[config.mk]
export PLATFORM = sky130hd
export DESIGN_NAME = luhn_card_brand_check_flat
export DESIGN_NICKNAME = d
export VERILOG_FILES = /design/src/rtl/lcbc_pkg.sv /design/src/rtl/lcbc_if.sv /design/src/rtl/lcbc_bcd_conv.sv /design/src/rtl/lcbc_luhn_scan.sv /design/src/rtl/luhn_card_brand_check.sv /design/src/flat_wrapper.sv
export SDC_FILE = /design/constraint.sdc
export NUM_CORES = 1
export LEC_CHECK = 0
export ABC_CLOCK_PERIOD_IN_PS = 4100
export BUFFER_PORTS_ARGS = -buffer_cell sky130_fd_sc_hd__buf_2
export CORE_MARGIN = 1
export CORE_UTILIZATION = 40
export CTS_BUF_LIST = sky130_fd_sc_hd__clkbuf_8 sky130_fd_sc_hd__clkbuf_16
export DETAILED_ROUTE_END_ITERATION = 8
export PLACE_DENSITY = 0.66
export SETUP_SLACK_MARGIN = 0.02
export SLEW_MARGIN = 25
export SYNTH_ARGS = -nofsm -noshare
export SYNTH_HDL_FRONTEND = slang
export SYNTH_SLANG_ARGS = --single-unit
[constraint.sdc]
create_clock -name clk -period 4.1 [get_ports clk]
set_input_delay 0.82 -clock clk [delete_from_list [all_inputs] [get_ports clk]]
set_output_delay 0.82 -clock clk [all_outputs]
set_load 0.005 [all_outputs]
[src/rtl/lcbc_pkg.sv]
`default_nettype none

package lcbc_pkg;

  localparam int InWidth     = 54;
  localparam int BcdDigits   = 17;
  localparam int BcdWidth    = 4 * BcdDigits;
  localparam int BitsPerStep = 3;
  localparam int ConvSteps   = InWidth / BitsPerStep;
  localparam int ConvCntW    = $clog2(ConvSteps);
  localparam int CountW      = 5;

  // Longest number that may still pass, and the lengths that are accepted.
  localparam logic [CountW-1:0] MaxDigits = CountW'(16);
  localparam logic [CountW-1:0] LenShort  = CountW'(13);
  localparam logic [CountW-1:0] LenMid    = CountW'(15);
  localparam logic [CountW-1:0] LenLong   = CountW'(16);

  localparam logic [3:0] DigitTen = 4'd10;

  typedef enum logic [1:0] {
    VERDICT_INVALID = 2'd0,
    VERDICT_PFX4    = 2'd1,
    VERDICT_PFX3X   = 2'd2,
    VERDICT_PFX5X   = 2'd3
  } verdict_t;

  typedef struct packed {
    logic start_conv;
    logic start_scan;
  } ctl_t;

  typedef struct packed {
    logic                done;
    logic [BcdWidth-1:0] bcd;
  } conv_st_t;

  typedef struct packed {
    logic              done;
    logic [CountW-1:0] count;
    logic              sum_ok;
    logic [3:0]        lead_hi;
    logic [3:0]        lead_lo;
  } scan_st_t;

  // One double-dabble step: correct every digit, then shift in one bit.
  function automatic logic [BcdWidth-1:0] dabble(input logic [BcdWidth-1:0] bcd,
                                                 input logic              bin);
    logic [BcdWidth-1:0] adj;
    adj = bcd;
    for (int i = 0; i < BcdDigits; i++) begin
      if (adj[4*i +: 4] > 4'd4) begin
        adj[4*i +: 4] = adj[4*i +: 4] + 4'd3;
      end
    end
    return {adj[BcdWidth-2:0], bin};
  endfunction

  // Doubled digit folded back to one digit by adding its two digits.
  function automatic logic [3:0] luhn_double(input logic [3:0] d);
    logic [4:0] t;
    t = {d, 1'b0};
    if (t > 5'd9) begin
      t = t - 5'd9;
    end
    return t[3:0];
  endfunction

endpackage

`default_nettype wire

[src/rtl/lcbc_if.sv]
`default_nettype none

interface lcbc_in_if;
  logic                            valid;
  logic                            ready;
  logic [lcbc_pkg::InWidth-1:0]    card_number;

  modport source (output valid, output card_number, input ready);
  modport sink   (input valid, input card_number, output ready);
endinterface

interface lcbc_out_if;
  logic                            valid;
  logic                            ready;
  logic [1:0]                      verdict;
  logic                            checksum_ok;
  logic [lcbc_pkg::CountW-1:0]     digit_count;

  modport source (output valid, output verdict, output checksum_ok, output digit_count,
                  input ready);
  modport sink   (input valid, input verdict, input checksum_ok, input digit_count,
                  output ready);
endinterface

`default_nettype wire

[src/rtl/lcbc_bcd_conv.sv]
`default_nettype none

module lcbc_bcd_conv (
  input  wire logic                         clk,
  input  wire logic                         rst_n,
  input  wire lcbc_pkg::ctl_t               ctl,
  input  wire logic [lcbc_pkg::InWidth-1:0] value,
  output lcbc_pkg::conv_st_t                st
);

  logic [lcbc_pkg::InWidth-1:0]  val_r, val_nxt;
  logic [lcbc_pkg::BcdWidth-1:0] bcd_r, bcd_nxt;
  logic [lcbc_pkg::ConvCntW-1:0] cnt_r, cnt_nxt;
  logic                          busy_r, busy_nxt;
  logic                          done_r, done_nxt;

  always_comb begin
    logic [lcbc_pkg::BcdWidth-1:0] b;
    val_nxt  = val_r;
    bcd_nxt  = bcd_r;
    cnt_nxt  = cnt_r;
    busy_nxt = busy_r;
    done_nxt = 1'b0;
    b        = bcd_r;
    if (ctl.start_conv) begin
      val_nxt  = value;
      bcd_nxt  = '0;
      cnt_nxt  = '0;
      busy_nxt = 1'b1;
    end else if (busy_r) begin
      // Several binary bits enter the BCD register per cycle, most significant first.
      for (int k = 0; k < lcbc_pkg::BitsPerStep; k++) begin
        b = lcbc_pkg::dabble(b, val_r[lcbc_pkg::InWidth-1-k]);
      end
      bcd_nxt = b;
      val_nxt = val_r << lcbc_pkg::BitsPerStep;
      cnt_nxt = cnt_r + 1'b1;
      if (cnt_r == lcbc_pkg::ConvCntW'(lcbc_pkg::ConvSteps - 1)) begin
        busy_nxt = 1'b0;
        done_nxt = 1'b1;
      end
    end
  end

  always_ff @(posedge clk) begin
    if (!rst_n) begin
      busy_r <= 1'b0;
      done_r <= 1'b0;
      cnt_r  <= '0;
    end else begin
      busy_r <= busy_nxt;
      done_r <= done_nxt;
      cnt_r  <= cnt_nxt;
    end
    val_r <= val_nxt;
    bcd_r <= bcd_nxt;
  end

  assign st.done = done_r;
  assign st.bcd  = bcd_r;

endmodule

`default_nettype wire

[src/rtl/lcbc_luhn_scan.sv]
`default_nettype none

module lcbc_luhn_scan (
  input  wire logic                          clk,
  input  wire logic                          rst_n,
  input  wire lcbc_pkg::ctl_t                ctl,
  input  wire logic [lcbc_pkg::BcdWidth-1:0] bcd_in,
  output lcbc_pkg::scan_st_t                 st
);

  logic [lcbc_pkg::BcdWidth-1:0] bcd_r, bcd_nxt;
  logic [lcbc_pkg::CountW-1:0]   count_r, count_nxt;
  logic [3:0]                    sum_r, sum_nxt;
  logic [3:0]                    lead_hi_r, lead_hi_nxt;
  logic [3:0]                    lead_lo_r, lead_lo_nxt;
  logic                          busy_r, busy_nxt;
  logic                          done_r, done_nxt;

  always_comb begin
    logic [3:0] d;
    logic [4:0] s;
    bcd_nxt     = bcd_r;
    count_nxt   = count_r;
    sum_nxt     = sum_r;
    lead_hi_nxt = lead_hi_r;
    lead_lo_nxt = lead_lo_r;
    busy_nxt    = busy_r;
    done_nxt    = 1'b0;
    d           = bcd_r[3:0];
    // Odd positions from the right are the doubled ones.
    if (count_r[0]) begin
      d = lcbc_pkg::luhn_double(bcd_r[3:0]);
    end
    s = {1'b0, sum_r} + {1'b0, d};
    if (ctl.start_scan) begin
      bcd_nxt     = bcd_in;
      count_nxt   = '0;
      sum_nxt     = '0;
      lead_hi_nxt = '0;
      lead_lo_nxt = '0;
      busy_nxt    = 1'b1;
    end else if (busy_r) begin
      if (bcd_r == '0) begin
        busy_nxt = 1'b0;
        done_nxt = 1'b1;
      end else begin
        // The sum is kept modulo ten as it runs.
        sum_nxt     = (s >= {1'b0, lcbc_pkg::DigitTen}) ?
                      s[3:0] - lcbc_pkg::DigitTen : s[3:0];
        count_nxt   = count_r + 1'b1;
        lead_hi_nxt = bcd_r[3:0];
        lead_lo_nxt = lead_hi_r;
        bcd_nxt     = bcd_r >> 4;
      end
    end
  end

  always_ff @(posedge clk) begin
    if (!rst_n) begin
      busy_r <= 1'b0;
      done_r <= 1'b0;
    end else begin
      busy_r <= busy_nxt;
      done_r <= done_nxt;
    end
    bcd_r     <= bcd_nxt;
    count_r   <= count_nxt;
    sum_r     <= sum_nxt;
    lead_hi_r <= lead_hi_nxt;
    lead_lo_r <= lead_lo_nxt;
  end

  assign st.done    = done_r;
  assign st.count   = count_r;
  assign st.sum_ok  = (sum_r == 4'd0);
  assign st.lead_hi = lead_hi_r;
  assign st.lead_lo = lead_lo_r;

endmodule

`default_nettype wire

[src/rtl/luhn_card_brand_check.sv]
// Flow: the accepted number is converted to BCD, then its digits are scanned for the
// Luhn sum, the digit count (0 to 17) and the leading pair; the verdict is registered.
// Items are handled one at a time: a new number is accepted only in idle, once the last
// result has been loaded into the output register.
// Reset (rst_n, synchronous, active low) empties the result register and returns the
// sequencer to idle; no state is carried between items.
`default_nettype none

module luhn_card_brand_check (
  input  wire logic   clk,
  input  wire logic   rst_n,
  lcbc_in_if.sink     in_ch,
  lcbc_out_if.source  out_ch
);

  typedef enum logic [3:0] {
    S_IDLE = 4'b0001,
    S_CONV = 4'b0010,
    S_SCAN = 4'b0100,
    S_DONE = 4'b1000
  } state_t;

  state_t state_r, state_nxt;

  lcbc_pkg::ctl_t     ctl;
  lcbc_pkg::conv_st_t conv_st;
  lcbc_pkg::scan_st_t scan_st;

  logic                          out_valid_r, out_valid_nxt;
  lcbc_pkg::verdict_t            out_verdict_r;
  logic                          out_ok_r;
  logic [lcbc_pkg::CountW-1:0]   out_count_r;
  lcbc_pkg::verdict_t            verdict;
  logic                          len_ok;
  logic                          load_out;

  lcbc_bcd_conv u_conv (
    .clk   (clk),
    .rst_n (rst_n),
    .ctl   (ctl),
    .value (in_ch.card_number),
    .st    (conv_st)
  );

  lcbc_luhn_scan u_scan (
    .clk    (clk),
    .rst_n  (rst_n),
    .ctl    (ctl),
    .bcd_in (conv_st.bcd),
    .st     (scan_st)
  );

  assign in_ch.ready = (state_r == S_IDLE);

  assign ctl.start_conv = (state_r == S_IDLE) && in_ch.valid;
  assign ctl.start_scan = (state_r == S_CONV) && conv_st.done;

  assign load_out = (state_r == S_DONE) && (!out_valid_r || out_ch.ready);

  always_comb begin
    state_nxt = state_r;
    case (state_r)
      S_IDLE: if (in_ch.valid) state_nxt = S_CONV;
      S_CONV: if (conv_st.done) state_nxt = S_SCAN;
      S_SCAN: if (scan_st.done) state_nxt = S_DONE;
      S_DONE: if (load_out) state_nxt = S_IDLE;
      default: state_nxt = S_IDLE;
    endcase
  end

  assign len_ok = (scan_st.count <= lcbc_pkg::MaxDigits) &&
                  ((scan_st.count == lcbc_pkg::LenShort) ||
                   (scan_st.count == lcbc_pkg::LenMid) ||
                   (scan_st.count == lcbc_pkg::LenLong));

  // Prefix classes are tried in order; the first match wins.
  always_comb begin
    verdict = lcbc_pkg::VERDICT_INVALID;
    if (scan_st.sum_ok && len_ok) begin
      if (scan_st.lead_hi == 4'd4) begin
        verdict = lcbc_pkg::VERDICT_PFX4;
      end else if (scan_st.lead_hi == 4'd3 &&
                   (scan_st.lead_lo == 4'd4 || scan_st.lead_lo == 4'd7)) begin
        verdict = lcbc_pkg::VERDICT_PFX3X;
      end else if (scan_st.lead_hi == 4'd5 &&
                   scan_st.lead_lo >= 4'd1 && scan_st.lead_lo <= 4'd5) begin
        verdict = lcbc_pkg::VERDICT_PFX5X;
      end
    end
  end

  always_comb begin
    out_valid_nxt = out_valid_r;
    if (out_valid_r && out_ch.ready) begin
      out_valid_nxt = 1'b0;
    end
    if (load_out) begin
      out_valid_nxt = 1'b1;
    end
  end

  always_ff @(posedge clk) begin
    if (!rst_n) begin
      state_r     <= S_IDLE;
      out_valid_r <= 1'b0;
    end else begin
      state_r     <= state_nxt;
      out_valid_r <= out_valid_nxt;
    end
    if (load_out) begin
      out_verdict_r <= verdict;
      out_ok_r      <= scan_st.sum_ok;
      out_count_r   <= scan_st.count;
    end
  end

  assign out_ch.valid       = out_valid_r;
  assign out_ch.verdict     = out_verdict_r;
  assign out_ch.checksum_ok = out_ok_r;
  assign out_ch.digit_count = out_count_r;

  a_accept_starts_conv : assert property (@(posedge clk) disable iff (!rst_n)
    (in_ch.valid && in_ch.ready) |=> (state_r == S_CONV))
    else $error("accepted item did not start the conversion");

  a_conv_done_in_conv : assert property (@(posedge clk) disable iff (!rst_n)
    conv_st.done |-> (state_r == S_CONV))
    else $error("conversion finished outside the conversion phase");

  a_scan_done_in_scan : assert property (@(posedge clk) disable iff (!rst_n)
    scan_st.done |-> (state_r == S_SCAN))
    else $error("digit scan finished outside the scan phase");

  a_valid_verdict_needs_checks : assert property (@(posedge clk) disable iff (!rst_n)
    (out_valid_r && (out_verdict_r != lcbc_pkg::VERDICT_INVALID)) |->
      (out_ok_r && ((out_count_r == lcbc_pkg::LenShort) ||
                    (out_count_r == lcbc_pkg::LenMid) ||
                    (out_count_r == lcbc_pkg::LenLong))))
    else $error("brand verdict given without checksum and length");

endmodule

`default_nettype wire

[src/flat_wrapper.sv]
// flat-port wrapper written by rule: the top's interface ports become plain ports
module luhn_card_brand_check_flat 
  (clk, rst_n, in_ch_valid, in_ch_card_number, in_ch_ready, out_ch_valid, out_ch_verdict, out_ch_checksum_ok, out_ch_digit_count, out_ch_ready);
  lcbc_in_if in_ch_i ();
  lcbc_out_if out_ch_i ();
  input  wire logic clk;
  input  wire logic rst_n;
  input wire logic [$bits(in_ch_i.valid)-1:0] in_ch_valid;
  input wire logic [$bits(in_ch_i.card_number)-1:0] in_ch_card_number;
  output wire logic [$bits(in_ch_i.ready)-1:0] in_ch_ready;
  output wire logic [$bits(out_ch_i.valid)-1:0] out_ch_valid;
  output wire logic [$bits(out_ch_i.verdict)-1:0] out_ch_verdict;
  output wire logic [$bits(out_ch_i.checksum_ok)-1:0] out_ch_checksum_ok;
  output wire logic [$bits(out_ch_i.digit_count)-1:0] out_ch_digit_count;
  input wire logic [$bits(out_ch_i.ready)-1:0] out_ch_ready;
  assign in_ch_i.valid = in_ch_valid;
  assign in_ch_i.card_number = in_ch_card_number;
  assign in_ch_ready = in_ch_i.ready;
  assign out_ch_valid = out_ch_i.valid;
  assign out_ch_verdict = out_ch_i.verdict;
  assign out_ch_checksum_ok = out_ch_i.checksum_ok;
  assign out_ch_digit_count = out_ch_i.digit_count;
  assign out_ch_i.ready = out_ch_ready;
  luhn_card_brand_check u_core (.clk(clk), .rst_n(rst_n), .in_ch(in_ch_i), .out_ch(out_ch_i));
endmodule
==> results.toml <==
[synth]
async_flop_share_pct = 0
synth_seq_cells = 229
synth_area_um2 = 14850
ys_top_cells_by_count = "344 x nand2_1, 130 x edfxtp_1, 129 x nor2_1, 111 x a21oi_1, 107 x o21ai_0"
yosys-mux-area-fraction_pct = 6.175
yosysMostFrequentCell = "nand2_1"
synth-adder-area-share_pct = 6.032
synth_edf_count = 130
yosysWarningCount = 0
ys_seq_area_share_pct = 39.63
syn_avg_cell_area_um2 = 8.438
yosysTopAreaCell = "edfxtp_1"
yosysTopAreaCellShare_pct = 26.28
syn_inst = 1760
synth_top_family_by_area = "simple AND/OR/NAND/NOR gates"
synth_area_leaders = "edfxtp_1 26%, dfxtp_1 13%, nand2_1 8.7%, ha_1 5.9%, mux2i_1 4.0%"
synth_top_flop_cell = "edfxtp_1"
synth_compound_area_share_pct = 18.10
synthXorXnorAreaFrac_pct = 3.656
yosys.area_share.simple_pct = 21.83
synth_cell_types = 77
synth_nets = 1889

[floorplanning]
die-width_um = 194.7
ioPinCount = 68
die-area_um2 = 37900
start_util_pct = 40.57
rows = 70
die_h_um = 194.7
core_um2 = 36610

[cts]
cts_tree = "built"
ctsResizeCount = 0
cts.clk_slew.worst_paths_ns = 0.06
h-tree-depth = 1
cts_buffer_depth = 3
ctsHoldBuffers = 0
cts-root-buf = "clkbuf_16"
clock_sinks = 229
cts_made_buffers = 26
clk_latency_ns = 0.54
post-cts-setup-buffers = 0

[timing]
relSlewSlack_pct = 42.45
fin_skew_ns = 0.01398
fmax_mhz = 268.9
finalMaxSlewViolations = 0
period_share_pct = 90.71
setup_viol = 0
hold_ws_ns = 0.4548
tightest_slew_ns = 0.8513
fin_crit_ns = 3.719
rsz0062_at_grt = "false"
hold_viol_final = 0
fin_tns_setup_ns = 0

[drt]
vias = 12590
drt_pass1_iterations = 5
wl_per_cell_um = 14.92
ant_nets = 0
drtIter0Drc = 838
drc = 0
via_per_inst = 5.532
routed_wl_mm = 33.93

[status]
status = "complete, no violations"

[grt]
grt_pass1_vias = 11750
antenna_found_initial = 1
grt_pass1_wl_mm = 57.08
gr-total-overflow = 0
grtUsageTotal_pct = 17.65
grt_max_degree = 64

[placement]
dp_hpwl_mm = 23.67
portBuffers = 67
routabilityCongestion = 0.8336

[critical_path]
crit_fanout = 13
end_kind = "flip-flop"
critPathRequiredTime_ns = 4.57
arrival_ns = 4.19
startpoint_type = "flip-flop"
path_class = "reg -> reg"

[hold_path]
hold_class = "reg -> reg"

[power_and_ir_drop]
vdd_ir_drop_max_v = 0.0004080
p_per_area_nw_per_um2 = 886.8
power.leakage_nw = 6.721

[finish]
final_nets = 1915
drive_gt1_share_pct = 9.524
area_growth_pct = 11.04

[job]
cap_violations = 0
## layer usage
metal | up-vias | track usage [%] | part of all wire (%)
met5 | - | 0 | 0.038
met4 | 2 | 4.174 | 2.0
li1 | 6349 | - | -
met1 | 5891 | 24.48 | 47
met2 | 292 | 29.01 | 46
met3 | 51 | 2.360 | 4.9
## critical path, cell delays in order, from the launching register on
cell and delay [ns]:
dfxtp_1 0.49, inv_1 0.15, ha_1 0.24, buf_4 0.18, nor2b_1 0.15, nor2_1 0.09
xnor2_1 0.16, ha_1 0.28, nor2_1 0.30, o21ai_0 0.15, o211ai_1 0.18, xor2_1 0.27
ha_1 0.25, inv_1 0.08, a21oi_1 0.25, mux2i_1 0.25, mux2i_1 0.09, nor2_1 0.10
## sequential cells by signal, indices dropped and copies added (netlist names), 2 cells and up
| register | count |
|---|---|
| u_core.u_conv.bcd_r | 68 |
| u_core.out_ch.verdict | 2 |
| u_core.u_conv.val_r | 54 |
| u_core.u_conv.cnt_r | 5 |
| u_core.u_scan.lead_hi_r | 4 |
| u_core.u_scan.count_r | 5 |
| u_core.u_scan.sum_r | 4 |
| u_core.state_r | 4 |
| u_core.u_scan.bcd_r | 68 |
| u_core.out_ch.digit_count | 5 |
| u_core.u_scan.lead_lo_r | 4 |
## final cells by class
class | count | area [µm²]
Timing Repair Buffer | 82 | 473.0
Clock inverter | 17 | 160.2
Antenna cell | 1 | 2.502
Multi-Input combinational cell | 1355 | 8304
Fill cell | 3550 | 20120
Clock buffer | 31 | 730.7
Inverter | 92 | 345.3
Tap cell | 468 | 585.6
Sequential cell | 229 | 5889
## cells in the final DEF (no fill, tap or decap), drive strengths merged, types with 9 or more instances in the layout
master / Yosys / layout
nand2: 344 / 344
o21ai: 139 / 139
edfxtp: 130 / 130
nor2: 129 / 129
a21oi: 114 / 114
dfxtp: 99 / 99
inv: 92 / 96
buf: 11 / 82
ha: 70 / 70
mux2i: 61 / 61
xnor2: 42 / 42
nor3: 37 / 37
nand2b: 34 / 34
clkbuf: 73 / 31
nor2b: 30 / 30
nand3: 30 / 30
mux2: 25 / 25
nor4: 24 / 24
a211oi: 23 / 23
xor2: 20 / 20
a31oi: 17 / 17
a21boi: 15 / 15
nor3b: 14 / 14
o22ai: 14 / 14
a21o: 11 / 11
nand3b: 10 / 10
o31ai: 10 / 10
and3: 10 / 10
a22o: 9 / 9
clkinv: 0 / 9
## cell families (layout without fill, tap and decap cells)
group                    count (synthesis)  count (layout)
AND/OR/NAND/NOR                        705             705
AO/OA/AOI/OAI                          431             431
flip-flops                             229             229
buffers and inverters                  176             222
multiplexers                            86              86
adder cells (fa/ha/maj)                 71              71
XOR/XNOR                                62              62
other                                    0               1
## through the flow
step / util, % / cells / setup slack (ns) / power (mW) / cell area (µm²)
floorplan: - / 1760 / 0.7568 / 10.60 / 14850
finish: 45.04 / 2275 / 0.3809 / 14.62 / 16490
CTS: 45.04 / 2274 / 0.3990 / 14.63 / 16490
global placement: 42.60 / 2226 / 0.5335 / 11.86 / 15600
global route: 45.04 / 2274 / 0.03091 / 15.97 / 16490
detailed placement: 42.60 / 2226 / 0.4088 / 12.15 / 15600
## power breakdown
group / internal, mW / switching, mW / leakage [nW]
logic: 3.90 / 4.89 / 4.19
registers: 2.83 / 0.603 / 2.08
clock network: 1.45 / 0.952 / 0.458
## path summary, 6_finish.rpt
kind / cells past startpoint / slack, ns / start / to
worst min register to register: 2 / 0.45 / u_core.u_scan.busy_r / u_core.u_scan.done_r
worst min-delay path: 2 / 0.45 / u_core.u_scan.busy_r / u_core.u_scan.done_r
worst max-delay path: 17 / 0.38 / u_core.u_conv.bcd_r[20] / u_core.u_conv.bcd_r[22]
worst max register to register: 17 / 0.38 / u_core.u_conv.bcd_r[20] / u_core.u_conv.bcd_r[22]
No activity file was read; power rests on OpenSTA's default activity.
